File: src/rtl/core/gfpm_pkg.sv
`timescale 1ns / 1ps
`default_nettype none
package gfpm_pkg;

  localparam int ELEM_W     = 32;
  localparam int BIT_W      = $clog2(ELEM_W);
  localparam int MAX_DEGREE = 31;
  localparam int DIG_W      = $clog2(MAX_DEGREE + 1);
  localparam int EXP_W      = 64;
  localparam int ACT_W      = 3;
  localparam int DEG_W      = 5;
  localparam int CFG_IDX_W  = 2;

  typedef logic [ELEM_W-1:0] elem_t;
  typedef logic [DIG_W-1:0]  didx_t;

  typedef enum logic [ACT_W-1:0] {
    ACT_ADD = 3'd0,
    ACT_NEG = 3'd1,
    ACT_MUL = 3'd2,
    ACT_POW = 3'd3,
    ACT_INV = 3'd4
  } act_t;

  typedef enum logic [CFG_IDX_W-1:0] {
    REG_PRIME_BASE  = 2'd0,
    REG_DEGREE      = 2'd1,
    REG_MODULUS_LOW = 2'd2,
    REG_FIELD_ORDER = 2'd3
  } reg_idx_t;

  // a + b mod m, both inputs already below m
  function automatic elem_t mod_add(elem_t a, elem_t b, elem_t m);
    logic [ELEM_W:0] s;
    s = {1'b0, a} + {1'b0, b};
    if (s >= {1'b0, m}) s = s - {1'b0, m};
    return s[ELEM_W-1:0];
  endfunction

endpackage
`default_nettype wire

File: src/rtl/core/gfpm_divider.sv
`timescale 1ns / 1ps
`default_nettype none
module gfpm_divider (
  input  logic           clk,
  input  logic           rst,
  input  logic           start,
  input  gfpm_pkg::elem_t num,
  input  gfpm_pkg::elem_t den,
  output logic           done,
  output gfpm_pkg::elem_t quot,
  output gfpm_pkg::elem_t rem
);
  import gfpm_pkg::*;

  logic             busy;
  logic [BIT_W-1:0] cnt;
  elem_t            q, r, dr;
  logic [ELEM_W:0]  sh, diff;
  logic             ge;

  // restoring division, one quotient bit a cycle
  assign sh   = {r, q[ELEM_W-1]};
  assign ge   = sh >= {1'b0, dr};
  assign diff = sh - {1'b0, dr};
  assign quot = q;
  assign rem  = r;

  always_ff @(posedge clk) begin
    if (rst) begin
      busy <= 1'b0;
      done <= 1'b0;
      cnt  <= '0;
    end else begin
      done <= 1'b0;
      if (start) begin
        busy <= 1'b1;
        cnt  <= BIT_W'(ELEM_W - 1);
        q    <= num;
        r    <= '0;
        dr   <= den;
      end else if (busy) begin
        r   <= ge ? diff[ELEM_W-1:0] : sh[ELEM_W-1:0];
        q   <= {q[ELEM_W-2:0], ge};
        cnt <= cnt - 1'b1;
        if (cnt == '0) begin
          busy <= 1'b0;
          done <= 1'b1;
        end
      end
    end
  end
endmodule
`default_nettype wire

File: config.mk
export PLATFORM = sky130hd
export DESIGN_NAME = gfpm_divider
export DESIGN_NICKNAME = d
export VERILOG_FILES = /design/src/rtl/core/gfpm_pkg.sv /design/src/rtl/core/gfpm_divider.sv
export SDC_FILE = /design/constraint.sdc
export NUM_CORES = 1
export LEC_CHECK = 0
export BUFFER_PORTS_ARGS = -buffer_cell sky130_fd_sc_hd__buf_2
export CAP_MARGIN = 40
export CORE_AREA = 2 2 113 115
export CTS_CLUSTER_SIZE = 16
export DETAILED_ROUTE_END_ITERATION = 7
export DIE_AREA = 0 0 115 117
export PLACE_DENSITY_LB_ADDON = 0.15
export SYNTH_ARGS = -nofsm -noshare
export SYNTH_HDL_FRONTEND = slang
export SYNTH_SLANG_ARGS = --single-unit
export TNS_END_PERCENT = 5
File: constraint.sdc
create_clock -name clk -period 4 [get_ports clk]
set_input_delay 0.6 -clock clk [delete_from_list [all_inputs] [get_ports clk]]
set_output_delay 0.6 -clock clk [all_outputs]
set_load 0.1 [all_outputs]
Yosys cells after proc, flatten, opt, wreduce, memory -nomap -nowiden
Cells that the tools add are included.
- $add $sub $neg: 2
- magnitude comparators: 1
- mux-type cells: 10
- bitwise operators: 2
- reductions and logical operators: 5
- operators with widths (operator ; number):
    32-bit 2-to-1 mux ; 4
    33-bit by 32-bit greater-or-equal comparator with 1-bit output ; 1
    32-bit subtractor ; 1
    5-bit 2-to-1 mux ; 2
    5-bit zero test ; 1
    5-bit by 1-bit subtractor with 5-bit output, second input constant ; 1
    1-bit 2-to-1 mux ; 4
    2-bit AND reduction ; 2
    3-bit OR reduction ; 1
    1-bit inverter ; 2
    2-bit nonzero test ; 1
- register bits: 103
- input port bits: 67
- output and inout bits: 65
- logic and storage cells: 26

Depth between registers and ports, before layout
- word-level depth: 4
- depth in mapped cells: 13
- mapped depth without buffers: 11

Worst setup path before layout
OpenSTA, ideal clock, no wires.
- path kind: in2reg
- from: input start
- to: register q[0] (netlist: quot[0]), enable pin
- library setup time: 0.488 ns
- data arrival time: 3.656 ns
- required time: 3.512 ns
- path slack: -0.144 ns
- stages: 3
- path buffers: 1
- cells stage by stage: clkbuf_1 > nor2_1 > nor2_1
- word-level cells in the longest chain between the ends: 2
- RTL lines (element ; line ; source):
    start: declaration ; gfpm_divider.sv:6 ; input logic start,
    2-bit nonzero test (no source line) ; -- ;
    2-bit AND reduction (no source line) ; -- ;
    end signal: assignment ; gfpm_divider.sv:38 ; q <= num;
    end signal: assignment ; gfpm_divider.sv:43 ; q <= {q[ELEM_W-2:0], ge};
    end: declaration ; gfpm_divider.sv:17 ; elem_t q, r, dr;
No other way between the ends.
A chain may end at the register's enable or synchronous reset.

Worst setup path after layout
- from: register q[31] (netlist: quot[31])
- to: register r[26] (netlist: rem[26]) (data pin)
- word-level cells in the longest chain between the ends: 3
- elaborated cells on any way between the ends: 4
- those cells by class: add/sub (1); order compare (1); mux (2)
- RTL lines (element ; line ; source):
    32-bit subtractor / 33-bit by 32-bit greater-or-equal comparator with 1-bit output (equally long branches) ; gfpm_divider.sv:24, gfpm_divider.sv:23 ;
    32-bit 2-to-1 mux * ; gfpm_divider.sv:42 ; r <= ge ? diff[ELEM_W-1:0] : sh[ELEM_W-1:0];
    32-bit 2-to-1 mux * ; gfpm_divider.sv:41 ; end else if (busy) begin
    end signal: assignment ; gfpm_divider.sv:42 ;
    end: declaration ; gfpm_divider.sv:17 ;
Mark *: on every way between the ends. The rest lies on a longest branch, timed or not. The select of a mux whose other input is x is not followed.

==> out/summary.txt <==
status = finished, final reports clean
Worst Path Required = 4.10 ns
worst hold-check path type = input pin to flip-flop
Core Region = 0.01231 mm2
Setup Slack @ Placement = 0.7840 ns
CP Max Fanout = 4
routability cong. = 0.9241
CP startpoint kind = flip-flop
post-synthesis cell count = 574
num rows = 41
WP depth = 12
via/cell ratio = 5.604
Max Cap Violations = 0
CP bufs+invs = 2
Synth Warn # = 0
max_slew headroom = 41.32%
DIE AREA = 0.01346 mm2
PwrDens = 515.2 mW/mm2
Setup TNS Final = 0 ns
Slew @ Worst Pin = 0.8802 ns
total global-route track usage = 22.08%
Mapped Nets = 676
sequential area share after synthesis = 50.09%
die width = 115 um
Async SR Flop Fraction = 0%
initial DRC count = 330
share of the synthesized area in the top cell type = 47.77%
Port Buffers = 131
CP endpoint kind = flip-flop
synthesized flop and latch total = 103
Achievable Freq = 307.2 MHz
CTS Buf Count = 9
vias = 4775
Syn-to-layout area delta = 18.45%
Fin. Hold Viols = 0
CP Class = flip-flop to flip-flop
Detailed Route WL = 14200 um
Yosys cell types = 61
Clock Path Buffers = 2
number of global-route vias before repair = 4801
fin crit share = 81.38%
clock sinks = 103
worst-path cell chain = inv_1 > ha_1 > fa_1 > nand2b_1 > a21o_1 > a31oi_1 > o21ai_0 > buf_4 > o311ai_0 > a211oi_1 > nand4_1 > nand3b_1
layout cells sized above 1 = 28.06%
Post-synth EDFFs = 96
CTS tree = yes
worst skew pair latency = 0.36 ns
Max Slew Vio Count = 0
critical path's slowest cell = o311ai_0
Root Driver = clkbuf_16
# DRC = 0
dpl hpwl = 10240 um
Post-DRT Antenna Nets = 0
clock slew at reported path FFs = 0.08 ns
H-tree depth = 3
Worst Skew = 0.01294 ns
ys flop type = edfxtp_1
hold path depth = 1
pin count of the biggest net entering global routing = 66
P_leak = 3.019 nW
routed len/inst = 16.67 um
grt total ovfl = 0
nets = 799
maximum VDD drop = 0.3634 mV
CTS Hold Buffers Added = 0
number of diodes = 0
setup ws final = 0.7449 ns
wire length of the first global-routing pass = 23310 um
minimum clock period = 3.255 ns
I/O Pins = 132
cell taking the most area after synthesis = edfxtp_1
Crit path max-delay family = compound AO/OA/AOI/OAI gates
Starting Density = 49.01%
Worst Reg2Reg Path Length in Cells = 12
average cell area after synthesis = 10.51 um2
initial antenna violation count = 0
Post-Syn Area = 0.006035 mm2
WP data arrival = 3.35 ns
setup bufs post-CTS = 0
first-pass iteration count of the detailed router = 7
Area contributors post-synth = edfxtp_1 (48%), ha_1 (7.0%), mux2_2 (6.0%)
RSZ-0062 raised after global routing = no
die height = 117 um
cts repair resizes = 0
# setup viols final = 0
CP max stage delay = 0.61 ns
==> layout by cell type (no fill, tap or decap), types with 3 or more instances in the layout <==
master and n:
o22ai_1 4, nor2_1 31, and3_1 3, dfxtp_1 7
a211oi_1 13, inv_1 47, nor4_1 4, xnor2_1 15
ha_1 34, o21bai_1 4, a21oi_1 52, a21o_1 12
a211o_1 3, clkbuf_16 9, o21ai_0 17, buf_2 131
buf_4 6, nand2b_1 6, nand4_1 9, a31oi_1 5
xor2_1 11, o211ai_1 5, nand2_1 64, nand3_1 15
nor2b_1 3, edfxtp_1 96, o21a_1 5, or3_1 3
nor3_1 8, mux2_2 32
==> per-stage QoR <==
step | area, um2 | total power (W) | std cells | hold WS [ns] | util [%]
3_5_place_dp | 6842 | 0.002785 | 836 | 0.5508 | 55.57
5_1_grt | 7148 | 0.003872 | 852 | 0.3959 | 58.06
4_1_cts | 7148 | 0.003708 | 852 | 0.3961 | 58.06
2_1_floorplan | 6037 | 0.002514 | 574 | 0.5254 | -
3_3_place_gp | 6827 | 0.002768 | 835 | 0.5492 | 55.45
6_report | 7148 | 0.003683 | 852 | 0.4125 | 58.06
==> kinds of logic after synthesis <==
kind of cell	synth area share [%]
fa+ha+maj	7.381
xor+xnor	3.774
buf+inv	4.789
flops	50.09
mux	5.971
simple gates	12.92
compound gates	15.07
==> final timing paths <==
kind / startpoint / to / slack [ns]
setup / recovery: quot[31] / rem[26] / 0.74
hold / removal: den[4] / dr[4] / 0.41
setup reg to reg: quot[31] / rem[26] / 0.74
hold reg to reg: cnt[4] / cnt[4] / 0.57
==> layer usage <==
metal	GRT usage, %	part of all wire, %	up-vias	routed length (um)
met4	5.382	1.5	0	218
met3	7.981	7.7	16	1091
met1	27.43	44	2249	6227
met5	0	0	-	0
met2	37.02	47	160	6667
li1	-	-	2350	-
==> Yosys cell counts, types with 2 or more instances <==
library cell	instances
edfxtp_1	96
nand2_1	64
a21oi_1	52
inv_1	47
ha_1	34
nor2_1	34
mux2_2	32
clkbuf_1	21
o21ai_0	17
nand3_1	15
xnor2_1	15
a211oi_1	13
a21o_1	12
xor2_1	11
nand4_1	9
nor3_1	8
dfxtp_1	7
nand2b_1	6
a31oi_1	5
o211ai_1	5
o21a_1	5
nor4_1	4
o21bai_1	4
o22ai_1	4
a211o_1	3
and3_1	3
buf_2	3
nor2b_1	3
or3_1	3
and4_1	2
nand3b_1	2
nor4b_1	2
o21ba_2	2
o221ai_1	2
o311ai_0	2
o31ai_1	2
==> state kept, by name (all words and copies together) (netlist names) <==
name,cells
done,1
dr,32
rem,32
busy,1
cnt,5
quot,32
==> final cells by class <==
| class | instances | area [um2] |
|---|---|---|
| tap | 150 | 187.7 |
| fill | 1099 | 5164 |
| sequential | 103 | 3023 |
| multi-input combinational | 397 | 2735 |
| timing repair buffer | 138 | 715.7 |
| clock buffer | 10 | 229.0 |
| clock inverter | 6 | 77.57 |
| inverter | 48 | 180.2 |
==> report_power, final <==
part / switching (W) / internal [W] / leakage (nW) / total, W
clock network: 0.000419 / 0.000497 / 0.147 / 0.000916
registers: 0.0000592 / 0.00131 / 0.976 / 0.00137
logic: 0.00100 / 0.000399 / 1.90 / 0.00140
(Power assumes the default switching activity.)
