==> src/rtl/core/gfpm_pkg.sv <==
`timescale 1ns / 1ps
`default_nettype none
package gfpm_pkg;

  localparam int ELEM_W     = 32;
  localparam int BIT_W      = $clog2(ELEM_W);
  localparam int MAX_DEGREE = 31;
  localparam int DIG_W      = $clog2(MAX_DEGREE + 1);
  localparam int EXP_W      = 64;
  localparam int ACT_W      = 3;
  localparam int DEG_W      = 5;
  localparam int CFG_IDX_W  = 2;

  typedef logic [ELEM_W-1:0] elem_t;
  typedef logic [DIG_W-1:0]  didx_t;

  typedef enum logic [ACT_W-1:0] {
    ACT_ADD = 3'd0,
    ACT_NEG = 3'd1,
    ACT_MUL = 3'd2,
    ACT_POW = 3'd3,
    ACT_INV = 3'd4
  } act_t;

  typedef enum logic [CFG_IDX_W-1:0] {
    REG_PRIME_BASE  = 2'd0,
    REG_DEGREE      = 2'd1,
    REG_MODULUS_LOW = 2'd2,
    REG_FIELD_ORDER = 2'd3
  } reg_idx_t;

  // a + b mod m, both inputs already below m
  function automatic elem_t mod_add(elem_t a, elem_t b, elem_t m);
    logic [ELEM_W:0] s;
    s = {1'b0, a} + {1'b0, b};
    if (s >= {1'b0, m}) s = s - {1'b0, m};
    return s[ELEM_W-1:0];
  endfunction

endpackage
`default_nettype wire

==> src/rtl/core/gfpm_packer.sv <==
`timescale 1ns / 1ps
`default_nettype none
module gfpm_packer (
  input  logic           clk,
  input  logic           rst,
  input  logic           start,
  input  gfpm_pkg::elem_t v,
  input  gfpm_pkg::elem_t p,
  input  gfpm_pkg::elem_t dig,
  output logic           done,
  output gfpm_pkg::elem_t res
);
  import gfpm_pkg::*;

  logic             busy;
  logic [BIT_W-1:0] cnt;
  elem_t            t, vr, pr, dgr;

  // v * p + dig, wrapping at the element width
  assign res = t + dgr;

  always_ff @(posedge clk) begin
    if (rst) begin
      busy <= 1'b0;
      done <= 1'b0;
      cnt  <= '0;
    end else begin
      done <= 1'b0;
      if (start) begin
        busy <= 1'b1;
        cnt  <= BIT_W'(ELEM_W - 1);
        t    <= '0;
        vr   <= v;
        pr   <= p;
        dgr  <= dig;
      end else if (busy) begin
        t   <= {t[ELEM_W-2:0], 1'b0} + (pr[cnt] ? vr : '0);
        cnt <= cnt - 1'b1;
        if (cnt == '0) begin
          busy <= 1'b0;
          done <= 1'b1;
        end
      end
    end
  end
endmodule
`default_nettype wire

==> config.mk <==
export PLATFORM = sky130hd
export DESIGN_NAME = gfpm_packer
export DESIGN_NICKNAME = d
export VERILOG_FILES = /design/src/rtl/core/gfpm_pkg.sv /design/src/rtl/core/gfpm_packer.sv
export SDC_FILE = /design/constraint.sdc
export NUM_CORES = 1
export LEC_CHECK = 0
export BUFFER_PORTS_ARGS = -buffer_cell sky130_fd_sc_hd__clkbuf_2
export CAP_MARGIN = 25
export CELL_PAD_IN_SITES_DETAIL_PLACEMENT = 0
export CELL_PAD_IN_SITES_GLOBAL_PLACEMENT = 1
export CORE_UTILIZATION = 47
export CTS_BUF_LIST = sky130_fd_sc_hd__clkbuf_8
export DETAILED_ROUTE_END_ITERATION = 12
export PLACE_DENSITY = 0.81
export SLEW_MARGIN = 15
export SYNTH_ARGS = -nofsm -noshare
export SYNTH_HDL_FRONTEND = slang
export SYNTH_SLANG_ARGS = --single-unit
==> constraint.sdc <==
create_clock -name clk -period 6.56 [get_ports clk]
set_clock_uncertainty 0.1 [all_clocks]
set_input_delay 0.328 -clock clk [delete_from_list [all_inputs] [get_ports clk]]
set_output_delay 0.328 -clock clk [all_outputs]
set_load 0.02 [all_outputs]
======== Word-level counts from Yosys, hierarchy flattened ========
Cells that the tools add are included.
operators by class
  add/subtract/negate cells ............... 3
  reduce and logical (&&, ||, !) cells .... 5
  shift-type cells ........................ 0
  $lt $le $gt $ge ......................... 1
  multiplexer cells ....................... 10
  divide/modulo/power cells ............... 0
  multipliers ............................. 0
  equality and inequality tests ........... 0
  bitwise logic cells ..................... 2
operators by type and width
  operator               count
  $add A32 B32 Y32       2
  $mux W32               2
  $mux W5                2
  $lt A5 B6 Y1 const B   1
  $bmux W1 S5            1
  $logic_not A5 Y1       1
  $mux W1                5
  $sub A5 B1 Y5 const B  1
  $reduce_and A2 Y1      2
  $reduce_or A3 Y1       1
  $not A1 Y1             2
  $reduce_bool A2 Y1     1
storage, ports and cells
  memories ................................ 0
  output and inout port bits .............. 33
  RAM bits ................................ 0
  register bits ........................... 135
  bits of input ports ..................... 99
  bits in read-only memories .............. 0
  bits in latches ......................... 0

======== Logic depth before layout (Yosys ltp) ========
  depth after elaboration ................. 5
  gate-level depth with buffers ........... 19
  depth with buffers taken out ............ 17

======== Worst setup path before layout ========
OpenSTA, ideal clock, no wires.
  path type ............................... input port to flip-flop
  start point ............................. input start
  end point ............................... register dgr[0], enable pin
  path slack .............................. 1.331 ns
  required time ........................... 5.907 ns
  data arrival time ....................... 4.575 ns
  stages .................................. 2
  cell sequence ........................... clkinv_1 > nor2_1
on the way
  longest elaborated chain between the ends .. 1
ends and longest elaborated chain
  item                         line               RTL
  start: declaration           gfpm_packer.sv:6   input logic start,
  $reduce_and A2 Y1 (no line)  n/a
  end signal: assignment       gfpm_packer.sv:35  dgr <= dig;
  end: declaration             gfpm_packer.sv:17  elem_t t, vr, pr, dgr;
Every way passes these cells.
A chain may end at the register's enable or synchronous reset.

======== Final worst setup path ========
  start point ............................. register cnt[2]
  end point ............................... register t[31] (data pin)
on the way
  longest elaborated chain between the ends .. 5
ends and longest elaborated chain
  item                           line               RTL
  start: declaration             gfpm_packer.sv:16  logic [BIT_W-1:0] cnt;
  start signal: assignment       gfpm_packer.sv:31  cnt <= BIT_W'(ELEM_W - 1);
  start signal: assignment       gfpm_packer.sv:38  cnt <= cnt - 1'b1;
  $bmux W1 S5                    gfpm_packer.sv:37  t <= {t[ELEM_W-2:0], 1'b0} + (pr[cnt] ? vr : '0);
  $mux W1 (not written as such)  gfpm_packer.sv:37
  $mux W32                       gfpm_packer.sv:37
  $add A32 B32 Y32               gfpm_packer.sv:37
  $mux W32                       gfpm_packer.sv:36  end else if (busy) begin
  end signal: assignment         gfpm_packer.sv:37
  end: declaration               gfpm_packer.sv:17
Every way passes these cells. The select of a mux whose other input is x is not followed.

==> results.md <==
- Status: complete, no violations
- Share of post-route cells with drive strength above 1: 21.0%
- Area of the multi-input gates: 0.00375 mm2
- Non-Filler Instances: ~1,200
- Startpoint types: flip-flop
- Placer Congestion: 0.908
- Post-synth EDFFs: 128
- Post-synthesis sequential area ratio: 50.7%
- Commonest non-fill, non-tap cell in the layout: clkbuf_2
- CP peak stage delay: 0.74 ns
- Slew Limit Fails: 0
- RSZ-0062 raised after global routing: false
- Routed len/inst: 16.3 um
- Remaining DRCs: 0
- Synthesized Nets: between 800 and 900
- Num rows: 46
- GR Util met2: 39.3%
- Nets: 1,086
- Die height: 131 um
- Adder-cell share of the synthesized area: between 10% and 20%
- GR Overflow Total: 0
- Die W: around 130 um
- FILL cells: 1,303
- Async S/R FF share, synth: 0%
- VDD IR max: around 0.18 mV
- Initial Utilization: around half
- Clock Path Buffers: 2
- Worst path required time: ~6.7 ns
- Compound-Gate Fraction of Synth Area: 15.3%
- Final WL: 18,700 um
- Num ports: 132
- Worst min path class: in -> reg
- Crit-path slowest cell: dfxtp_1
- Crit. End Element: flip-flop
- Crit-path cells: nor2b_1 > a2111oi_0 > a31oi_1 > a41oi_1 > mux2i_2 > buf_4 > and2_1 > ha_1 > fa_1 > a21o_1 > nand4_1 > a21oi_1 > o31a_1 > o41ai_1 > a41o_1 > o311ai_1 > xnor2_1 > nor2_1
- Hold_buf cts: 96
- H-Tree Depth: 4
- Xor-xnor portion of the synthesized cell area: 6.13%
- Met3 global-route usage: 5.52%
- Vias in the first global route: 6,335
- Mapped Cells: 687
- CTS tree: yes
- Simple-gate share of the synthesized area: 13.0%
- # diodes: 0
- Mux cell area share after synthesis: under 10%
- Clock Latency Late Sink: 0.48 ns
- Die ar.: 0.0172 mm2
- CP Data Arrival Time: 5.33 ns
- FF+latch count, synth: 135
- Routed Antenna Nets: 0
- CTS buffer count: 17
- Leak: 4.23 nW
- Post-CTS Setup Bufs: 0
- Met1 GRT Util: 27.1%
- Post-DP HPWL: 12,800 um
- Dpl cells: just over 1,000
- Fmax achieved: 191 MHz
- Final Hold Fails: 0
- Largest net degree at the start of global routing: 57
- Synthesized area per cell: 11.4 um2
- Reg area: approximately 0.004 mm2
- Crit-path max FO: 23
- Setup TNS: 0 ns
- Crit Path Class: reg -> reg
- Yosys cell types: 65
- Initial drt markers: around 310
- Post-CTS Resized: 0
- Most frequent cells in the layout: clkbuf_2, edfxtp_1, dlygate4sd3_1, ha_1, a21oi_1
- Clock transition at path regs: ~0.090 ns
- Setup violations, final: 0
- Clk sinks: between 100 and 150
- Power density cells: 281 mW/mm2
- Detailed-route via count: 6,184
- Vias per std cell: 5.37
- Synthesized area: between 0.007 and 0.008 mm2
- Tcrit/Tclk final: 79.6%
- Top FF cell, synth: edfxtp_1
- Worst-Margin Slew: 0.743 ns
- Core Footprint: 0.0161 mm2
- Post-layout min period: about 5.2 ns
- First-pass GRT wire length: 30,400 um
- Main combinational cell family by area after synthesis: compound AO/OA/AOI/OAI gates
- Layout area overhead: 29.2%
- DRT Pass-1 Iters: 4
- Aggregate global-route resource usage: 22.5%
- Slew margin rel.: 50.4%
- Root Driver: clkbuf_8
- Max-cap violation count: 0
- Busiest grt layer: met2
- Count of input and output buffers: around 130
- Initial antenna violation count: 0
- Total number of yosys warnings: 0
[worst max-delay path, delay by kind of cell, from the launching register on]
kind	cells	cell delay, ns
flip-flops	1	0.74
multiplexers	1	0.22
buffers and inverters	1	0.26
AO/OA/AOI/OAI	9	2.37
AND/OR/NAND/NOR	4	0.44
adder cells (fa/ha/maj)	2	0.62
XOR/XNOR	1	0.18
[layout make-up]
type                       instances  area share, %
clock inverter                    15           1.92
tap                              216           2.66
inverter                          17          0.629
multi-input combinational        520           37.0
clock buffer                      17           2.31
sequential                       135           39.3
timing repair buffer             231           16.2
[path summary, 6_finish.rpt]
kind                              from  slack, ns  depth (start not counted)      to
worst min register to register    busy       0.49                          1    done
worst max-delay path            cnt[2]       1.34                         18   t[31]
worst min-delay path               rst       0.06                          2  cnt[4]
worst max register to register  cnt[2]       1.34                         18   t[31]
[per-stage QoR]
stage | worst slack (ns) | cell area [um2] | util (%) | total power, mW | hold slack, ns
2_1_floorplan | 1.33 | 7860 | - | 1.79 | 0.327
3_3_place_gp | 1.56 | 8760 | 54.3 | 2.02 | 0.404
3_5_place_dp | 1.38 | 8760 | 54.3 | 2.04 | 0.407
4_1_cts | 1.34 | 10100 | 63.0 | 2.86 | 0.0368
5_1_grt | 1.02 | 10100 | 63.0 | 3.00 | 0.0526
6_report | 1.34 | 10100 | 63.0 | 2.85 | 0.0570
[power by group]
group | leakage, nW | switching, mW | internal [mW]
Combinational | 2.74 | 0.575 | 0.420
Sequential | 1.27 | 0.0467 | 1.03
Clock | 0.216 | 0.410 | 0.361
Total | 4.23 | 1.03 | 1.82
[cells by family after synthesis]
| family | after synthesis |
|---|---|
| xor+xnor | 55 |
| flops | 135 |
| simple gates | 210 |
| fa+ha+maj | 65 |
| buf+inv | 32 |
| compound gates | 177 |
| mux | 13 |
[registers in the layout, indices dropped and copies added, names as in the netlist]
name / count
busy: 1
cnt: 5
dgr: 32
done: 1
pr: 32
t: 32
vr: 32
[synthesized netlist by cell type, types with 5 or more instances]
cell type,number,area [um2]
nor2b_1,8,50.1
dfxtp_1,7,140
mux4_2,6,135
nor2_1,57,214
nand4_1,10,62.6
mux2i_1,5,50.1
clkbuf_1,10,37.5
xnor2_1,32,280
nand3_1,20,100
a21o_1,28,210
nand2b_1,6,37.5
edfxtp_1,128,3840
nand2_1,51,191
ha_1,63,788
a31oi_1,8,50.1
xor2_1,23,201
and2_1,32,200
o21a_1,11,82.6
o21ai_0,28,140
inv_1,16,60.1
a21oi_1,58,290
nor3_1,11,55.1
[routing by layer]
layer / vias up / wire, um / part of all wire (%)
li1: 3056 / - / -
met4: 0 / 255 / 1.4
met5: - / 0 / 0
met3: 23 / 1010 / 5.4
met2: 197 / 9280 / 50
met1: 2908 / 8200 / 44
Note: power is estimated with default switching activity, not from simulation.
