===== src/rtl/core/gfpm_pkg.sv =====
`timescale 1ns / 1ps
`default_nettype none
package gfpm_pkg;

  localparam int ELEM_W     = 32;
  localparam int BIT_W      = $clog2(ELEM_W);
  localparam int MAX_DEGREE = 31;
  localparam int DIG_W      = $clog2(MAX_DEGREE + 1);
  localparam int EXP_W      = 64;
  localparam int ACT_W      = 3;
  localparam int DEG_W      = 5;
  localparam int CFG_IDX_W  = 2;

  typedef logic [ELEM_W-1:0] elem_t;
  typedef logic [DIG_W-1:0]  didx_t;

  typedef enum logic [ACT_W-1:0] {
    ACT_ADD = 3'd0,
    ACT_NEG = 3'd1,
    ACT_MUL = 3'd2,
    ACT_POW = 3'd3,
    ACT_INV = 3'd4
  } act_t;

  typedef enum logic [CFG_IDX_W-1:0] {
    REG_PRIME_BASE  = 2'd0,
    REG_DEGREE      = 2'd1,
    REG_MODULUS_LOW = 2'd2,
    REG_FIELD_ORDER = 2'd3
  } reg_idx_t;

  // a + b mod m, both inputs already below m
  function automatic elem_t mod_add(elem_t a, elem_t b, elem_t m);
    logic [ELEM_W:0] s;
    s = {1'b0, a} + {1'b0, b};
    if (s >= {1'b0, m}) s = s - {1'b0, m};
    return s[ELEM_W-1:0];
  endfunction

endpackage
`default_nettype wire


===== src/rtl/core/gfpm_modmul.sv =====
`timescale 1ns / 1ps
`default_nettype none
module gfpm_modmul (
  input  logic           clk,
  input  logic           rst,
  input  logic           start,
  input  gfpm_pkg::elem_t x,
  input  gfpm_pkg::elem_t y,
  input  gfpm_pkg::elem_t p,
  output logic           done,
  output gfpm_pkg::elem_t prod
);
  import gfpm_pkg::*;

  logic             busy;
  logic [BIT_W-1:0] cnt;
  elem_t            xr, yr, pr, acc, dbl, acc_next;

  // msb-first double and add, reduced each bit
  assign dbl      = mod_add(acc, acc, pr);
  assign acc_next = mod_add(dbl, xr[cnt] ? yr : '0, pr);
  assign prod     = acc;

  always_ff @(posedge clk) begin
    if (rst) begin
      busy <= 1'b0;
      done <= 1'b0;
      cnt  <= '0;
    end else begin
      done <= 1'b0;
      if (start) begin
        busy <= 1'b1;
        cnt  <= BIT_W'(ELEM_W - 1);
        acc  <= '0;
        xr   <= x;
        yr   <= y;
        pr   <= p;
      end else if (busy) begin
        acc <= acc_next;
        cnt <= cnt - 1'b1;
        if (cnt == '0) begin
          busy <= 1'b0;
          done <= 1'b1;
        end
      end
    end
  end
endmodule
`default_nettype wire


===== config.mk =====
export PLATFORM = sky130hd
export DESIGN_NAME = gfpm_modmul
export DESIGN_NICKNAME = d
export VERILOG_FILES = /design/src/rtl/core/gfpm_pkg.sv /design/src/rtl/core/gfpm_modmul.sv
export SDC_FILE = /design/constraint.sdc
export NUM_CORES = 1
export LEC_CHECK = 0
export BUFFER_PORTS_ARGS = -buffer_cell sky130_fd_sc_hd__buf_2
export CAP_MARGIN = 20
export CORE_MARGIN = 2
export CORE_UTILIZATION = 50
export DETAILED_ROUTE_END_ITERATION = 12
export MAX_ROUTING_LAYER = met4
export PLACE_DENSITY = 0.72
export SETUP_SLACK_MARGIN = 0.15
export SYNTH_ARGS = -nofsm -noshare
export SYNTH_HDL_FRONTEND = slang
export SYNTH_SLANG_ARGS = --single-unit

===== constraint.sdc =====
create_clock -name clk -period 8.3 [get_ports clk]
set_clock_uncertainty 0.05 [all_clocks]
set_input_delay 0.415 -clock clk [delete_from_list [all_inputs] [get_ports clk]]
set_output_delay 0.415 -clock clk [all_outputs]
set_load 0.1 [all_outputs]

-- Word-level counts from Yosys, hierarchy flattened
Index checks and enable logic that the tools add are counted.
- word-level logic and storage cells: 34
- output and inout port bits: 33
- register bits: 135
- input bits: 99
- bitwise operators: 2
- magnitude comparators: 3
- reductions and logical operators: 5
- add/subtract/negate cells: 5
- mux-type cells: 12
- operators by type and width (kind ; count):
    2-to-1 mux 32 bit ; 4
    adder 32 x 32 -> 33 bit ; 2
    >= comparator 33 x 32 -> 1 bit ; 2
    subtractor 32 bit ; 2
    2-to-1 mux 5 bit ; 2
    less-than comparator 5 x 6 -> 1 bit, second input constant ; 1
    binary-select mux 1 bit (select 5 bit) ; 1
    logical NOT 5 bit ; 1
    2-to-1 mux 1 bit ; 5
    subtractor 5 x 1 -> 5 bit, second input constant ; 1
    AND reduction 2 bit ; 2
    OR reduction 3 bit ; 1
    NOT 1 bit ; 2
    nonzero test 2 bit ; 1

-- Depth between registers and ports, before layout
Gate-level depths: netlist of the first run.
- depth in word-level cells: 7
- gate-level depth with buffers: 36
- mapped depth without buffers: 29

-- Least setup slack after synthesis of the first run
Ideal clock, no wire load.
- kind: reg-to-reg
- from: register acc[3], in the netlist prod[3]
- to: register acc[15], in the netlist prod[15] (data pin)
- data required time: 7.984 ns
- setup slack: 0.687 ns
- arrival time: 7.297 ns
- library setup time: 0.266 ns
- buffers on the path: 5
- clock period less this slack: 7.613 ns
- cell stages (with the launch flop): 34
- path through: edfxtp_1 > ha_1 > a21o_1 > a31o_2 > o21ai_0 > a211oi_1 > o2111ai_1 > a31oi_1 > a211oi_2 > buf_4 > buf_2 > nor2_1 > ha_1 > fa_1 > a211oi_1 > o21ai_1 > a211oi_2 > nor3_2 > a41oi_2 > o21bai_1 > xor2_1 > ha_1 > clkbuf_1 > a211oi_1 > o21bai_1 > a21o_1 > a21oi_1 > o31ai_1 > a21o_1 > a311oi_2 > buf_6 > buf_12 > mux2i_1 > nor2_1
- cells in the longest elaborated chain, start to end: 7
- elaborated cells on any way between the ends: 9
- classes of those cells: add/sub (4); order compare (2); mux (3)
- RTL lines (item ; line ; text):
    start, declared ; gfpm_modmul.sv:17 ; elem_t xr, yr, pr, acc, dbl, acc_next;
    start signal, assigned ; gfpm_modmul.sv:39 ; acc <= acc_next;
    adder 32 x 32 -> 33 bit * ; gfpm_pkg.sv:35 ; s = {1'b0, a} + {1'b0, b};
    subtractor 32 bit / >= comparator 33 x 32 -> 1 bit (equally long branches) ; gfpm_pkg.sv:36 ; if (s >= {1'b0, m}) s = s - {1'b0, m};
    2-to-1 mux 32 bit * ; gfpm_pkg.sv:36 ;
    adder 32 x 32 -> 33 bit * ; gfpm_pkg.sv:35 ;
    subtractor 32 bit / >= comparator 33 x 32 -> 1 bit (equally long branches) ; gfpm_pkg.sv:36 ;
    2-to-1 mux 32 bit * ; gfpm_pkg.sv:36 ;
    2-to-1 mux 32 bit * ; gfpm_modmul.sv:38 ; end else if (busy) begin
Every way passes the cells marked *; elsewhere a longest branch is shown, timed or not. The select of a mux whose other input is x is not followed.
A chain may end at the register's enable or synchronous reset.

-- Worst setup path after layout of the first run
- from: register acc[3], in the netlist prod[3]
- to: register acc[27], in the netlist prod[27] (data pin)
Same word-level chain as after synthesis.

==> results of run 1 <==
[cells by family (layout without fill, tap and decap cells)]
kind of cell,after synthesis,count (layout)
buffers and inverters,88,236
muxes,37,37
DFF,135,135
and+or+nand+nor,277,277
xor gates and xnor gates,85,85
AOI/OAI and AO/OA,321,321
adders and majority gates,101,101
[cells in the final DEF, fill, tap and decap left out, drive strengths merged, types with 23 or more instances in the layout]
| cell | n |
|---|---|
| o21ai | 71 |
| nand2 | 83 |
| xor2 | 43 |
| edfxtp | 128 |
| a21oi | 100 |
| nor2 | 65 |
| xnor2 | 42 |
| buf | 153 |
| a21o | 30 |
| ha | 98 |
| mux2i | 23 |
| inv | 58 |
| nor2b | 41 |
[sequential cells by signal, indices dropped and copies added, names as in the netlist]
| signal | count |
|---|---|
| pr | 32 |
| prod | 32 |
| xr | 32 |
| yr | 32 |
| cnt | 5 |
| busy | 1 |
| done | 1 |
[through the flow]
step / instance area, um^2 / hold WS, ns / utilization (%) / setup slack [ns]
6_report: 12100 / 0.0722 / 59.7 / 0.402
5_1_grt: 12100 / 0.0730 / 59.7 / 0.0951
4_1_cts: 12000 / 0.0703 / 59.1 / 0.179
3_5_place_dp: 11300 / 0.524 / 56.1 / 0.162
3_3_place_gp: 11300 / 0.530 / 56.0 / 0.285
2_1_floorplan: 10300 / 0.464 / - / 0.687
[worst max path at each step]
stage                  from        to  slack [ns]  depth (start not counted)
detailed placement  prod[3]   prod[7]        0.16                         29
finish              prod[3]  prod[27]        0.40                         31
global route        prod[3]  prod[18]         0.1                         31
floorplan           prod[3]  prod[15]        0.69                         33
global placement    prod[7]  prod[13]        0.29                         27
CTS                 prod[3]   prod[4]        0.18                         29
[routing by layer]
metal	wire [um]	share of wire [%]	up-vias	GRT usage (%)
li1	-	-	4187	-
met1	12600	45	4100	36.0
met2	12600	45	358	40.9
met3	2320	8.3	37	6.54
met4	335	1.2	0	6.06
met5	0	0	-	-
[cell type report]
type                       count  share of cell area, %
tap                          270                   2.79
sequential                   135                   33.0
inverter                      51                   1.58
timing repair buffer         153                   7.13
clock buffer                  17                   3.52
clock inverter                15                   1.49
multi-input combinational    821                   50.5
[what timing repair did]
item | in CTS | in global routing
buffers inserted | 2 | 3
cloned | 0 | 0
pin swaps | 1 | 3
gates resized for setup | 1 | 24
endpoints found under the setup margin | 21 | 32
hold buffers | 0 | 0
[worst max-delay path, delay by kind of cell (launching register included)]
family,cells,cell delay (ns)
AO/OA/AOI/OAI,21,4.85
adder cells (fa/ha/maj),3,1.15
buffers and inverters,4,0.74
flip-flops,1,0.42
XOR/XNOR,1,0.24
AND/OR/NAND/NOR,2,0.17
==> impl_metrics.ini, run 1 <==
[global_route]
grt_pass1_wl_um = 44200
antenna_found_initial = 0
grt_pass1_vias = 8377
gr-total-overflow = 0
track_usage_pct = 26.6
grt_start_max_net_pins = 57

[synth]
yosysMostFrequentCell = edfxtp_1
netlist.area_leader.share_pct = 37.2
syn_nets = 1244
synth_top_family_by_area = compound AO/OA/AOI/OAI gates
synth_top_flop_cell = edfxtp_1
ys_async_sr_fraction_pct = 0
synth-simple-area-share_pct = 13.2
synth_area_um2 = 10300
synthMuxAreaShare_pct = 4.85
synth.area.top_cells = edfxtp_1, ha_1, a21oi_1
syn_inst = 1044
synth_cell_types = 66
synth-xor-area-share_pct = 7.21
synthAdderAreaFrac_pct = 12.5
syn_area_per_cell_um2 = 9.88
synth_edf_count = 128
ys_seq_area_share_pct = 38.6
synth_compound_area_share_pct = 20.1
synth-seq-cells = 135
yosysWarnings = 0
yosysTopAreaCell = edfxtp_1
synthTopCellsByCount = edfxtp_1, a21oi_1, ha_1, nand2_1, o21ai_0

[timing]
hold_viol = 0
min_period_over_period_pct = 95.2
setup_viol = 0
slew-limit-headroom_pct = 52.9
worst_slew_pin_slew_ns = 0.692
fmax_ghz = 0.127
final_max_slew_viol_count = 0
setup-tns-final_ns = 0
rsz0062_at_grt = false
finalCriticalPeriod_ns = 7.90

[status]
outcome = finished, final reports clean

[setup_path]
crit_fanout = 28
rrSetupSlack_ns = 0.40
r2r-start = prod[3]
endpoint_kind = register
r2r_cells = 31
startpoint_type = register
crit_slowest_cell = a2111oi_1
crit_type = reg2reg
worstPathArrival_ns = 8.05
reg2reg_to = prod[27]
crit_required_ns = 8.45
worst_path_largest_cell_delay_ns = 0.44

[floorplanning]
die_x_um = 148
ioPinCount = 132
initial_core_util_pct = 51.0
die_h_um = 148
fp.dieArea_um2 = 21800
std_cell_rows = 52
core_um2 = 20200

[min_path]
worstHoldPathType = in2reg
whs_endpoint = yr[11]
hold_depth = 1
min_from = y[11]

[routing]
routed_wl_um = 27900
dr_total_vias = 8682
viasPerCell = 5.94
route.detailed.drc = 0
drtIter0Drc = 734
dr.pass1.iters = 7
wl_per_cell_um = 19.1
drt.antenna.violating_nets = 0

[cells_and_area]
multi_input_area_um2 = 6110
register_area_um2 = 3980
n_antenna_cell = 0
stdcell_count = 1462
fin_nets = 1379
syn2layout_area_growth_pct = 17.1
drive_above_1_share_pct = 19.5
fill_cells = 1725

[placement]
dp_cells = 1425
port_buffers = 131
globalplace.congestion = 1.00
place_hpwl_um = 21100

[clock_network]
cts_max_path_buffers = 2
h-tree-depth = 4
cts_root_buf = clkbuf_16
cts.sinks = 135
cts_tree = done
cts_made_buffers = 17
clk_pin_slew_ns = 0.09
insertion_delay_ns = 0.46

[flow_run]
maxCapViolCount = 0
Power of run 1 is left out: the tool's default activity adds up to more than one toggle a clock period on the data nets, which glitch-free logic cannot reach.
==> inputs of run 2 (changes only) <==
--- a/config.mk
+++ b/config.mk
@@ -13,6 +13,7 @@
 export MAX_ROUTING_LAYER = met4
 export PLACE_DENSITY = 0.72
 export SETUP_SLACK_MARGIN = 0.15
+export SKIP_CTS_REPAIR_TIMING = 1
 export SYNTH_ARGS = -nofsm -noshare
 export SYNTH_HDL_FRONTEND = slang
 export SYNTH_SLANG_ARGS = --single-unit
==> constraint.sdc (replaced) <==
create_clock -name clk -period 8.3 [get_ports clk]
set_clock_uncertainty 0.05 [all_clocks]
set_input_delay 1.66 -clock clk [delete_from_list [all_inputs] [get_ports clk]]
set_output_delay 1.66 -clock clk [all_outputs]
set_load 0.1 [all_outputs]
==> impl_metrics.ini, run 2 (synthesis gave the netlist of run 1 again) <==
[cells_and_area]
register_area_um2 = 3980
final_cell_mix = buf_2, edfxtp_1, a21oi_1
drive_above_1_share_pct = 19.6
fill_cells = 1721
multi_input_area_um2 = 6120
final_common_cell = buf_2
fin_nets = 1379
n_antenna_cell = 0
syn2layout_area_growth_pct = 17.2

[floorplanning]
die_x_um = 148
fp.dieArea_um2 = 21800
std_cell_rows = 52
die_h_um = 148
ioPinCount = 132
core_um2 = 20200
initial_core_util_pct = 51.0

[clock_network]
cts_max_path_buffers = 2
clk_pin_slew_ns = 0.07
cts_made_buffers = 17
cts_tree = done
cts_root_buf = clkbuf_16
h-tree-depth = 4
insertion_delay_ns = 0.46
cts.sinks = 135

[setup_path]
crit_type = reg2reg
crit_required_ns = 8.46
crit_slowest_cell = a2111oi_1
endpoint_kind = register
startpoint_type = register
crit_fanout = 28
worst_path_largest_cell_delay_ns = 0.47
worstPathArrival_ns = 8.12

[placement]
port_buffers = 131
place_hpwl_um = 21100
globalplace.congestion = 1.00

[routing]
routed_wl_um = 27900
drtIter0Drc = 761
route.detailed.drc = 0
dr_total_vias = 8658
dr.pass1.iters = 5
wl_per_cell_um = 19.1
viasPerCell = 5.92
drt.antenna.violating_nets = 0

[global_route]
grt_start_max_net_pins = 57
gr-total-overflow = 0
grt_pass1_vias = 8372
track_usage_pct = 26.6
antenna_found_initial = 0
grt_pass1_wl_um = 44100

[timing]
rsz0062_at_grt = false
worst_slew_pin_slew_ns = 0.694
min_period_over_period_pct = 95.9
fmax_ghz = 0.126
setup_viol = 0
slew-limit-headroom_pct = 52.8
finalCriticalPeriod_ns = 7.96
hold_viol = 0
final_max_slew_viol_count = 0
setup-tns-final_ns = 0

[status]
outcome = finished, final reports clean

[min_path]
worstHoldPathType = reg2reg

[flow_run]
maxCapViolCount = 0
## run 2: layer usage
metal	vias to the layer above	part of all wire, %	GRT usage (%)
li1	4193	-	-
met1	4068	45	35.9
met2	352	45	40.9
met3	45	8.1	6.54
met4	0	1.4	6.06
met5	-	0	-
## run 2: cell type report
| cell class | instances | area share [%] |
|---|---|---|
| multi-input cells | 821 | 50.6 |
| flip-flops and latches | 135 | 32.9 |
| repair buffers | 153 | 7.13 |
| clock buffers | 17 | 3.52 |
| well taps | 270 | 2.79 |
| inverters | 51 | 1.58 |
| clock inverters | 15 | 1.49 |
## run 2: critical path: cells and delay by family, from the launching register on
family,cells,cell delay (ns)
AOI/OAI and AO/OA,21,4.93
xor gates and xnor gates,1,0.23
adders and majority gates,3,1.15
buffers and inverters,4,0.74
DFF,1,0.42
and+or+nand+nor,2,0.17
## run 2: metrics by stage
step                      utilization [%]  std cells  hold slack, ns  setup WS [ns]  instance area, um^2
after floorplan                         -       1044           0.475          0.687                10300
final                                59.8       1462           0.538          0.338                12100
after CTS                            59.1       1457           0.546         0.0757                12000
after detailed placement             56.1       1425           0.524          0.162                11300
after global placement               56.0       1424           0.530          0.285                11300
after global routing                 59.8       1462           0.581         0.0737                12100
## run 2: final timing paths
path / startpoint / to / slack, ns / cells past startpoint
setup / recovery: prod[3] / prod[28] / 0.34 / 31
hold / removal: busy / done / 0.54 / 1
hold reg to reg: busy / done / 0.54 / 1
setup reg to reg: prod[3] / prod[28] / 0.34 / 31
Power of run 2 is left out for the same reason.
